[src/assert_macros.svh]
// ============================================================================
// Assertion macros
// Shared concurrent assertion forms for the block allocator modules.
// ============================================================================
`ifndef ASSERT_MACROS_SVH
`define ASSERT_MACROS_SVH

// Checks that a condition holds at every clock edge outside reset.
`define FBFA_ASSERT(name, clk, rstn, prop) \
    name: assert property (@(posedge clk) disable iff (!rstn) (prop)) \
        else $error("fbfa: invariant violated");

// Checks that a condition implies a consequence at the same clock edge.
`define FBFA_ASSERT_IMPL(name, clk, rstn, ante, cons) \
    name: assert property (@(posedge clk) disable iff (!rstn) (ante) |-> (cons)) \
        else $error("fbfa: implication violated");

// Checks that a condition implies a consequence at the next clock edge.
`define FBFA_ASSERT_NEXT(name, clk, rstn, ante, cons) \
    name: assert property (@(posedge clk) disable iff (!rstn) (ante) |=> (cons)) \
        else $error("fbfa: sequence violated");

`endif

[src/fbfa_pkg.sv]
// ============================================================================
// Block allocator package
// Constants, codes, types and a helper function of the block allocator.
// ============================================================================
package fbfa_pkg;

    localparam int NUM_BLOCKS_DEF = 256;

    localparam int POOL_W = 21;
    localparam int BSZ_W  = 13;
    localparam int FUNC_W = 2;
    localparam int IDX_W  = 8;
    localparam int OFF_W  = 20;
    localparam int CNT_W  = 9;
    localparam int ACC_W  = 22;
    localparam int REG_W  = 1;

    localparam logic [BSZ_W-1:0] HDR_BYTES       = 13'd8;
    localparam logic [BSZ_W-1:0] MAX_BLOCK_BYTES = 13'd4096;

    localparam logic [FUNC_W-1:0] FUNC_INIT  = 2'd0;
    localparam logic [FUNC_W-1:0] FUNC_ALLOC = 2'd1;
    localparam logic [FUNC_W-1:0] FUNC_FREE  = 2'd2;

    localparam logic [REG_W-1:0] REG_POOL_BYTES  = 1'b0;
    localparam logic [REG_W-1:0] REG_BLOCK_BYTES = 1'b1;

    typedef enum logic [1:0] {
        ST_IDLE,
        ST_CHECK,
        ST_LINK,
        ST_ALLOC
    } state_t;

    typedef struct packed {
        logic load_round;
        logic check;
        logic link;
        logic alloc_rd;
        logic alloc_wb;
        logic free_op;
        logic reject;
    } cmd_t;

    typedef struct packed {
        logic empty;
        logic check_fail;
        logic link_last;
    } sts_t;

    function automatic logic [BSZ_W-1:0] round_block(input logic [BSZ_W-1:0] n);
        logic [BSZ_W-1:0] c;
        c = n;
        if (c == '0)
            c = BSZ_W'(1);
        if (c > MAX_BLOCK_BYTES)
            c = MAX_BLOCK_BYTES;
        c = c + BSZ_W'(7);
        return {c[BSZ_W-1:3], 3'b000};
    endfunction

endpackage

[src/fbfa_ram.sv]
// ============================================================================
// Generic RAM
// Single write port, single read port, registered read data.
// ============================================================================
module fbfa_ram #(
    parameter int WIDTH = 9,
    parameter int DEPTH = 256,
    localparam int AW   = (DEPTH > 1) ? $clog2(DEPTH) : 1
) (
    input  logic             clk,
    input  logic             wr_en,
    input  logic [AW-1:0]    wr_addr,
    input  logic [WIDTH-1:0] wr_data,
    input  logic             rd_en,
    input  logic [AW-1:0]    rd_addr,
    output logic [WIDTH-1:0] rd_data
);

    logic [WIDTH-1:0] mem_reg [DEPTH];
    logic [WIDTH-1:0] rd_data_reg;

    always_ff @(posedge clk)
    begin
        if (wr_en)
        begin
            mem_reg[wr_addr] <= wr_data;
        end
        if (rd_en)
        begin
            rd_data_reg <= mem_reg[rd_addr];
        end
    end

    assign rd_data = rd_data_reg;

endmodule

[src/fbfa_ctrl.sv]
// ============================================================================
// Block allocator controller
// Sequences init, allocate and free words and drives datapath commands.
// ============================================================================
`include "assert_macros.svh"

module fbfa_ctrl (
    input  logic                         clk,
    input  logic                         rst_n,
    input  logic                         start,
    input  logic [fbfa_pkg::FUNC_W-1:0]  func,
    input  fbfa_pkg::sts_t               sts,
    output logic                         busy,
    output fbfa_pkg::cmd_t               cmd
);

    fbfa_pkg::state_t state_reg;
    fbfa_pkg::state_t state_next;

    always_ff @(posedge clk or negedge rst_n)
    begin
        if (!rst_n)
        begin
            state_reg <= fbfa_pkg::ST_IDLE;
        end
        else
        begin
            state_reg <= state_next;
        end
    end

    always_comb
    begin
        state_next = state_reg;
        unique case (state_reg)
            fbfa_pkg::ST_IDLE:
            begin
                if (start)
                begin
                    if (func == fbfa_pkg::FUNC_INIT)
                        state_next = fbfa_pkg::ST_CHECK;
                    else if (func == fbfa_pkg::FUNC_ALLOC && !sts.empty)
                        state_next = fbfa_pkg::ST_ALLOC;
                end
            end
            fbfa_pkg::ST_CHECK:
            begin
                state_next = sts.check_fail ? fbfa_pkg::ST_IDLE : fbfa_pkg::ST_LINK;
            end
            fbfa_pkg::ST_LINK:
            begin
                if (sts.link_last)
                    state_next = fbfa_pkg::ST_IDLE;
            end
            fbfa_pkg::ST_ALLOC:
            begin
                state_next = fbfa_pkg::ST_IDLE;
            end
            default:
            begin
                state_next = fbfa_pkg::ST_IDLE;
            end
        endcase
    end

    always_comb
    begin
        cmd  = '0;
        busy = 1'b1;
        unique case (state_reg)
            fbfa_pkg::ST_IDLE:
            begin
                busy = 1'b0;
                if (start)
                begin
                    unique case (func)
                        fbfa_pkg::FUNC_INIT:
                        begin
                            cmd.load_round = 1'b1;
                        end
                        fbfa_pkg::FUNC_ALLOC:
                        begin
                            cmd.alloc_rd = !sts.empty;
                            cmd.reject   = sts.empty;
                        end
                        fbfa_pkg::FUNC_FREE:
                        begin
                            cmd.free_op = 1'b1;
                        end
                        default:
                        begin
                            cmd.reject = 1'b1;
                        end
                    endcase
                end
            end
            fbfa_pkg::ST_CHECK:
            begin
                cmd.check = 1'b1;
            end
            fbfa_pkg::ST_LINK:
            begin
                cmd.link = 1'b1;
            end
            fbfa_pkg::ST_ALLOC:
            begin
                cmd.alloc_wb = 1'b1;
            end
            default:
            begin
                cmd = '0;
            end
        endcase
    end

    `FBFA_ASSERT(a_cmd_onehot0, clk, rst_n, $onehot0(cmd))
    `FBFA_ASSERT_NEXT(a_alloc_one_cycle, clk, rst_n, state_reg == fbfa_pkg::ST_ALLOC, state_reg == fbfa_pkg::ST_IDLE)
    `FBFA_ASSERT_IMPL(a_busy_blocks_cmds, clk, rst_n, busy, !cmd.free_op && !cmd.reject && !cmd.alloc_rd)

endmodule

[src/fbfa_dp.sv]
// ============================================================================
// Block allocator datapath
// Configuration, free list head, counters, link memory and result word.
// ============================================================================
`include "assert_macros.svh"

module fbfa_dp #(
    parameter int NUM_BLOCKS = fbfa_pkg::NUM_BLOCKS_DEF
) (
    input  logic                         clk,
    input  logic                         rst_n,
    input  logic                         wr_en,
    input  logic [fbfa_pkg::REG_W-1:0]   wr_index,
    input  logic [fbfa_pkg::POOL_W-1:0]  wr_data,
    input  logic [fbfa_pkg::IDX_W-1:0]   block_index,
    input  fbfa_pkg::cmd_t               cmd,
    output fbfa_pkg::sts_t               sts,
    output logic                         done,
    output logic                         ok,
    output logic [fbfa_pkg::IDX_W-1:0]   alloc_index,
    output logic [fbfa_pkg::OFF_W-1:0]   alloc_offset,
    output logic [fbfa_pkg::CNT_W-1:0]   free_count
);

    localparam int LW = $clog2(NUM_BLOCKS + 1);
    localparam int AW = (NUM_BLOCKS > 1) ? $clog2(NUM_BLOCKS) : 1;
    localparam int CW = (LW > fbfa_pkg::IDX_W) ? LW : fbfa_pkg::IDX_W;
    localparam int PW = LW + fbfa_pkg::BSZ_W + 1;
    localparam logic [LW-1:0] END_LINK = LW'(NUM_BLOCKS);
    localparam logic [AW-1:0] LAST_IDX = AW'(NUM_BLOCKS - 1);

    logic [fbfa_pkg::POOL_W-1:0] pool_reg;
    logic [fbfa_pkg::BSZ_W-1:0]  bsz_reg;
    logic [fbfa_pkg::BSZ_W-1:0]  rounded_reg, rounded_next;
    logic [LW-1:0]               head_reg, head_next;
    logic [LW-1:0]               count_reg, count_next;
    logic [LW-1:0]               free_reg, free_next;
    logic [fbfa_pkg::ACC_W-1:0]  acc_reg, acc_next;
    logic [AW-1:0]               lidx_reg, lidx_next;
    logic                        done_reg, done_next;
    logic                        ok_reg, ok_next;
    logic [fbfa_pkg::IDX_W-1:0]  aidx_reg, aidx_next;
    logic [fbfa_pkg::OFF_W-1:0]  aoff_reg, aoff_next;
    logic [fbfa_pkg::CNT_W-1:0]  fcnt_reg, fcnt_next;

    logic [fbfa_pkg::ACC_W-1:0]  check_sum;
    logic [fbfa_pkg::ACC_W-1:0]  link_sum;
    logic [fbfa_pkg::ACC_W-1:0]  pool_ext;
    logic [LW-1:0]               lidx_plus;
    logic [LW-1:0]               link_val;
    logic [PW-1:0]               off_sum;
    logic                        free_valid;

    logic                        mem_we;
    logic [AW-1:0]               mem_waddr;
    logic [LW-1:0]               mem_wdata;
    logic [LW-1:0]               mem_rdata;

    fbfa_ram #(
        .WIDTH (LW),
        .DEPTH (NUM_BLOCKS)
    ) u_links (
        .clk     (clk),
        .wr_en   (mem_we),
        .wr_addr (mem_waddr),
        .wr_data (mem_wdata),
        .rd_en   (cmd.alloc_rd),
        .rd_addr (head_reg[AW-1:0]),
        .rd_data (mem_rdata)
    );

    always_ff @(posedge clk or negedge rst_n)
    begin
        if (!rst_n)
        begin
            pool_reg <= '0;
            bsz_reg  <= fbfa_pkg::HDR_BYTES;
        end
        else if (wr_en)
        begin
            unique case (wr_index)
                fbfa_pkg::REG_POOL_BYTES:
                begin
                    pool_reg <= wr_data;
                end
                fbfa_pkg::REG_BLOCK_BYTES:
                begin
                    bsz_reg <= wr_data[fbfa_pkg::BSZ_W-1:0];
                end
                default:
                begin
                    pool_reg <= pool_reg;
                end
            endcase
        end
    end

    assign pool_ext   = fbfa_pkg::ACC_W'(pool_reg);
    assign check_sum  = fbfa_pkg::ACC_W'(fbfa_pkg::HDR_BYTES) + fbfa_pkg::ACC_W'(rounded_reg);
    assign link_sum   = acc_reg + fbfa_pkg::ACC_W'(rounded_reg);
    assign lidx_plus  = LW'(lidx_reg) + LW'(1);
    assign link_val   = sts.link_last ? END_LINK : lidx_plus;
    assign off_sum    = PW'(fbfa_pkg::HDR_BYTES) + PW'(head_reg) * PW'(rounded_reg);
    assign free_valid = CW'(block_index) < CW'(count_reg);

    assign sts.empty      = head_reg == END_LINK;
    assign sts.check_fail = check_sum > pool_ext;
    assign sts.link_last  = (link_sum > pool_ext) || (lidx_reg == LAST_IDX);

    always_comb
    begin
        rounded_next = rounded_reg;
        head_next    = head_reg;
        count_next   = count_reg;
        free_next    = free_reg;
        acc_next     = acc_reg;
        lidx_next    = lidx_reg;
        done_next    = 1'b0;
        ok_next      = 1'b0;
        aidx_next    = '0;
        aoff_next    = '0;
        mem_we       = 1'b0;
        mem_waddr    = lidx_reg;
        mem_wdata    = link_val;

        if (cmd.load_round)
        begin
            rounded_next = fbfa_pkg::round_block(bsz_reg);
        end

        if (cmd.check)
        begin
            acc_next  = check_sum;
            lidx_next = '0;
            if (sts.check_fail)
            begin
                count_next = '0;
                free_next  = '0;
                head_next  = END_LINK;
                done_next  = 1'b1;
            end
        end

        if (cmd.link)
        begin
            mem_we    = 1'b1;
            acc_next  = link_sum;
            lidx_next = lidx_reg + AW'(1);
            if (sts.link_last)
            begin
                count_next = lidx_plus;
                free_next  = lidx_plus;
                head_next  = '0;
                done_next  = 1'b1;
                ok_next    = 1'b1;
            end
        end

        if (cmd.alloc_wb)
        begin
            head_next = mem_rdata;
            free_next = (free_reg != '0) ? free_reg - LW'(1) : free_reg;
            done_next = 1'b1;
            ok_next   = 1'b1;
            aidx_next = fbfa_pkg::IDX_W'(head_reg);
            aoff_next = fbfa_pkg::OFF_W'(off_sum);
        end

        if (cmd.free_op)
        begin
            done_next = 1'b1;
            if (free_valid)
            begin
                mem_we    = 1'b1;
                mem_waddr = AW'(block_index);
                mem_wdata = head_reg;
                head_next = LW'(block_index);
                free_next = (free_reg < count_reg) ? free_reg + LW'(1) : free_reg;
                ok_next   = 1'b1;
            end
        end

        if (cmd.reject)
        begin
            done_next = 1'b1;
        end

        fcnt_next = fbfa_pkg::CNT_W'(free_next);
    end

    always_ff @(posedge clk or negedge rst_n)
    begin
        if (!rst_n)
        begin
            rounded_reg <= fbfa_pkg::HDR_BYTES;
            head_reg    <= END_LINK;
            count_reg   <= '0;
            free_reg    <= '0;
            done_reg    <= 1'b0;
        end
        else
        begin
            rounded_reg <= rounded_next;
            head_reg    <= head_next;
            count_reg   <= count_next;
            free_reg    <= free_next;
            done_reg    <= done_next;
        end
    end

    always_ff @(posedge clk)
    begin
        acc_reg  <= acc_next;
        lidx_reg <= lidx_next;
        ok_reg   <= ok_next;
        aidx_reg <= aidx_next;
        aoff_reg <= aoff_next;
        fcnt_reg <= fcnt_next;
    end

    assign done         = done_reg;
    assign ok           = ok_reg;
    assign alloc_index  = aidx_reg;
    assign alloc_offset = aoff_reg;
    assign free_count   = fcnt_reg;

    `FBFA_ASSERT(a_free_le_count, clk, rst_n, free_reg <= count_reg)
    `FBFA_ASSERT(a_head_in_range, clk, rst_n, (head_reg == END_LINK) || (head_reg < count_reg))

endmodule

[src/fixed_block_free_list_allocator_core.sv]
// ============================================================================
// Fixed-size block allocator core
// Linked free list of equal blocks in a pool behind one 8-byte header word.
// ============================================================================
// A word is accepted at a rising edge with start high and busy low. Free, a
// rejected allocate and an unknown function answer on the next cycle; an
// allocate reads the link memory, whose read data is registered, and answers
// from the ALLOC state. Init keeps busy high through CHECK and then LINK,
// which writes one link entry per cycle through the memory's single write
// port; a pool too small for one block ends in CHECK. Each result sits on the
// output ports for exactly one cycle, marked by done, and cannot be held off,
// so it must be captured in that cycle. The user must write registers only
// while busy is low and no result is pending; the block does not enforce it.
module fixed_block_free_list_allocator_core #(
    parameter int NUM_BLOCKS = fbfa_pkg::NUM_BLOCKS_DEF
) (
    input  logic                         clk,
    input  logic                         rst_n,
    input  logic                         start,
    output logic                         busy,
    input  logic [fbfa_pkg::FUNC_W-1:0]  func,
    input  logic [fbfa_pkg::IDX_W-1:0]   block_index,
    input  logic                         wr_en,
    input  logic [fbfa_pkg::REG_W-1:0]   wr_index,
    input  logic [fbfa_pkg::POOL_W-1:0]  wr_data,
    output logic                         done,
    output logic                         ok,
    output logic [fbfa_pkg::IDX_W-1:0]   alloc_index,
    output logic [fbfa_pkg::OFF_W-1:0]   alloc_offset,
    output logic [fbfa_pkg::CNT_W-1:0]   free_count
);

    fbfa_pkg::cmd_t cmd;
    fbfa_pkg::sts_t sts;

    fbfa_ctrl u_ctrl (
        .clk   (clk),
        .rst_n (rst_n),
        .start (start),
        .func  (func),
        .sts   (sts),
        .busy  (busy),
        .cmd   (cmd)
    );

    fbfa_dp #(
        .NUM_BLOCKS (NUM_BLOCKS)
    ) u_dp (
        .clk          (clk),
        .rst_n        (rst_n),
        .wr_en        (wr_en),
        .wr_index     (wr_index),
        .wr_data      (wr_data),
        .block_index  (block_index),
        .cmd          (cmd),
        .sts          (sts),
        .done         (done),
        .ok           (ok),
        .alloc_index  (alloc_index),
        .alloc_offset (alloc_offset),
        .free_count   (free_count)
    );

endmodule

[config.mk]
export PLATFORM = sky130hd
export DESIGN_NAME = fixed_block_free_list_allocator_core
export DESIGN_NICKNAME = d
export VERILOG_FILES = /design/src/fbfa_pkg.sv /design/src/fbfa_ram.sv /design/src/fbfa_ctrl.sv /design/src/fbfa_dp.sv /design/src/fixed_block_free_list_allocator_core.sv
export VERILOG_INCLUDE_DIRS = /design/src /design/src/src
export SDC_FILE = /design/constraint.sdc
export NUM_CORES = 2
export LEC_CHECK = 0
export BUFFER_PORTS_ARGS = -buffer_cell sky130_fd_sc_hd__buf_2
export CAP_MARGIN = 20
export CELL_PAD_IN_SITES_DETAIL_PLACEMENT = 0
export CELL_PAD_IN_SITES_GLOBAL_PLACEMENT = 1
export CORE_MARGIN = 4
export CORE_UTILIZATION = 50
export DETAILED_ROUTE_END_ITERATION = 8
export GPL_TIMING_DRIVEN = 0
export PLACE_DENSITY_LB_ADDON = 0.1
export SETUP_SLACK_MARGIN = 0.2
export SKIP_CTS_REPAIR_TIMING = 1
export SLEW_MARGIN = 20
export SYNTH_ARGS = -nofsm -noshare
export SYNTH_HDL_FRONTEND = slang
export SYNTH_HIERARCHICAL = 1
export SYNTH_SLANG_ARGS = --single-unit
[constraint.sdc]
create_clock -name clk -period 49.2 [get_ports clk]
set_input_delay 9.84 -clock clk [delete_from_list [all_inputs] [get_ports clk]]
set_output_delay 9.84 -clock clk [all_outputs]
set_load 0.02 [all_outputs]
==> impl_results.md <==
- Leakage power: 37.09 nW
- Overflow after GRT: 0
- Comb power frac: 30.6%
- Crit end category: flop
- Pre-CTS WS: 33.24 ns
- Routability cong.: ~0.96
- Max Cap Violations: 0
- Area Growth Syn to Fin: 14.44%
- Later-pin clock latency in the skew report: 0.93 ns
- Distinct cells, synth: 92
- Core area: 198000 um2
- Hold WC Path Type: flop to flop
- Top-area cell type share of the netlist area: 70.26%
- Synth Instances: 5421
- Total CTS buffers: 276
- Vias in the first global route: 55270
- Critical Path Stages: 17
- H-Tree Depth: 5
- Share of layout cells above drive strength 1: 22.17%
- Vias per cell: 6.576
- RSZ-0062 raised after global routing: no
- Slew @ Worst Pin: between 1 and 1.5 ns
- Avg Synthesized Cell Area: 18.45 um2
- First-pass GRT wire length: 452.2 mm
- R2R cell count: 24
- Slew headroom: 5.310%
- DRT Wirelength: 331.9 mm
- Worst Path Required: 49.72 ns
- Hold depth: 1
- Setup WS post-layout: roughly 34 ns
- Max reg flops: 2304
- WL per Instance: 37.86 um
- Area of the die: about 210000 um2
- DR vias: 57650
- Synthesized area: 100000 um2
- Die width: between 400 and 500 um
- Post-synthesis async set-or-reset flop share: 3.022%
- Final Setup Violations: 0
- TritonCTS clock tree: yes
- Synth area leaders: edfxtp_1 70%, mux4_2 11%, dfrtp_1 1.8%, mux2i_1 1.8%, nor2_1 1.4%
- Startpoint types: input pin
- Initial Util: 50.50%
- Sw frac: between 30 and 40%
- CP bufs+invs: 7
- Ports: between 70 and 80
- Max Clock Freq: 65.30 MHz
- Status: finished, final reports clean
- Int Pwr: 4.317 mW
- Die H: 455.2 um
- Clock skew: a little over 0.06 ns
- Max Root-Sink Buffers: 4
- Period Utilization, post-route: between 30 and 40%
- Critical path's slowest cell: nor2_1
- Drt drc: 0
- Final Max Slew Viols: 0
- Final hold vios: 0
- Clock sinks: approximately 2400
- Number of I/O port buffers: 72
- Sequential area share after synthesis: 72.82%
- # rows: 163
- Worst-path maximum fanout: 10
- Most common cell after layout, fill and taps aside: edfxtp_1
- Tmin final: 15.31 ns
- Largest net degree at the start of global routing: 48
- Ys Warns: 6
- Pwr Total: 6.533 mW
- Crit Path Class: input pin to flop
- VDD IR max: 42.68 uV
- Clock group share of total power: 28.7%
- Crit path largest cell delay: 0.90 ns
- Initial antenna violation count: 27
- Setup tns final: 0 ns
- Routed Antenna Nets: 0
- Seq pwr share: just over 40%
- Layout Nets: between 6000 and 7000
- Crit path max-delay family: buffers and inverters
- Number of synthesized flops with an enable pin: 2340
- Pre-Repair DR Iteration Count: 6
- PwrDens: 57.08 nW/um2
- Commonest cells after routing, fill and taps aside: 2340 x edfxtp_1, 467 x mux4_2, 339 x nor2_1
- #FFs+latches synth: 2449
- DRT iter0 DRCs: 9013
- Top FF cell, synth: edfxtp_1
- Hpwl dp: roughly 240 mm
- Clock transition at the registers of the reported paths: 0.06 ns
- Synth area leader: edfxtp_1
- NetSw: 2.216 mW
- Crit path arrival time: ~16 ns
- Clk Tree Root Cell: clkbuf_16
- All-layer global routing usage: between 30% and 40%
- Crit-path cells: buf_2, ha_1, nand2_1, o21ai_0, a31oi_1, o21ai_1, clkbuf_1, buf_1, nand2_1, nand2_1, clkbuf_1, nor2b_1, clkbuf_1, nand4_1, clkbuf_2, buf_16, nor2_1
[metal layers]
layer	global-route usage (%)	share of wire (%)	vias to the layer above
met5	0.5744	0.071	-
met2	47.81	45	3718
met4	13.82	5.0	16
met1	44.11	38	30400
li1	-	-	22820
met3	9.642	12	702
[stage by stage]
step | std cells | util, % | area, um2 | hold slack, ns
after floorplan | 5423 | - | 100000 | 0.4495
after global placement | 8135 | 52.36 | 103700 | 0.4735
after detailed placement | 8292 | 53.68 | 106300 | 0.4681
after CTS | 8749 | 57.74 | 114300 | 0.4796
after global routing | 8754 | 57.78 | 114400 | 0.5013
final | 8766 | 57.79 | 114400 | 0.4842
[cell families (layout without fill, tap and decap cells)]
kind of cell	after synthesis	in the layout	share of synthesized area, %
other	1	16	0.003750
muxes	698	698	13.03
DFF	2449	2449	72.82
xor gates and xnor gates	74	74	0.6556
adders and majority gates	148	148	2.279
and+or+nand+nor	938	938	4.383
buffers and inverters	446	1136	2.284
AOI/OAI and AO/OA	667	667	4.545
[worst register-to-register path, delay by kind of cell, from the launching register on]
kind                       cells  cell delay, ns
AOI/OAI and AO/OA              5            1.84
xor gates and xnor gates       1            0.27
adders and majority gates      2            0.80
buffers and inverters          9            2.33
DFF                            1            0.42
and+or+nand+nor                7            1.34
[path summary, 6_finish.rpt]
path / from / to / slack (ns)
min reg2reg: u_dp/count_reg[2]$_DFF_PN0_ / u_dp/count_reg[2]$_DFF_PN0_ / 0.48
max in group asynchronous: rst_n / u_dp/head_reg[8]$_DFF_PN1_ / 39.68
min: u_dp/count_reg[2]$_DFF_PN0_ / u_dp/count_reg[2]$_DFF_PN0_ / 0.48
max: block_index[2] / u_dp/u_links/mem_reg[142][4]$_DFFE_PP_ / 33.89
max reg2reg: u_dp/rounded_reg[4]$_DFFE_PN0P_ / u_dp/u_links/mem_reg[68][4]$_DFFE_PP_ / 42.06
min in group asynchronous: rst_n / u_dp/bsz_reg[11]$_DFFE_PN0P_ / 8.87
[cell usage after synthesis (39+ instances only)]
master	instances
xnor2_1	46
o22ai_1	71
nor2b_1	39
a22oi_1	177
mux2_2	45
edfxtp_1	2340
and2_1	72
nor3_1	44
mux4_2	467
o21ai_0	70
ha_1	91
a21oi_1	128
nand2_1	197
clkbuf_1	159
nand3_1	66
dfrtp_1	71
fa_1	57
buf_2	57
mux2i_1	177
inv_1	133
nor2_1	384
[area by class of cell]
| type | count | area (um2) |
|---|---|---|
| Sequential cell | 2449 | 72820 |
| Clock buffer | 339 | 7332 |
| Inverter | 135 | 506.7 |
| Buffer | 311 | 1819 |
| Fill cell | 14830 | 83580 |
| Antenna cell | 13 | 32.53 |
| Clock inverter | 118 | 700.7 |
| Tap cell | 2640 | 3303 |
| Multi-Input combinational cell | 2528 | 25270 |
| Timing Repair Buffer | 233 | 2661 |
[power by group through the flow]
stage / logic (mW) / registers, mW / clock network [mW]
final: 2.00 / 2.66 / 1.88
after global routing: 2.08 / 2.66 / 1.99
after CTS: 1.95 / 2.66 / 1.90
after detailed placement: 1.95 / 2.70 / 0
after global placement: 1.74 / 3.05 / 0
after floorplan: 0.980 / 2.85 / 0
Note: power is estimated with default switching activity, not from simulation.
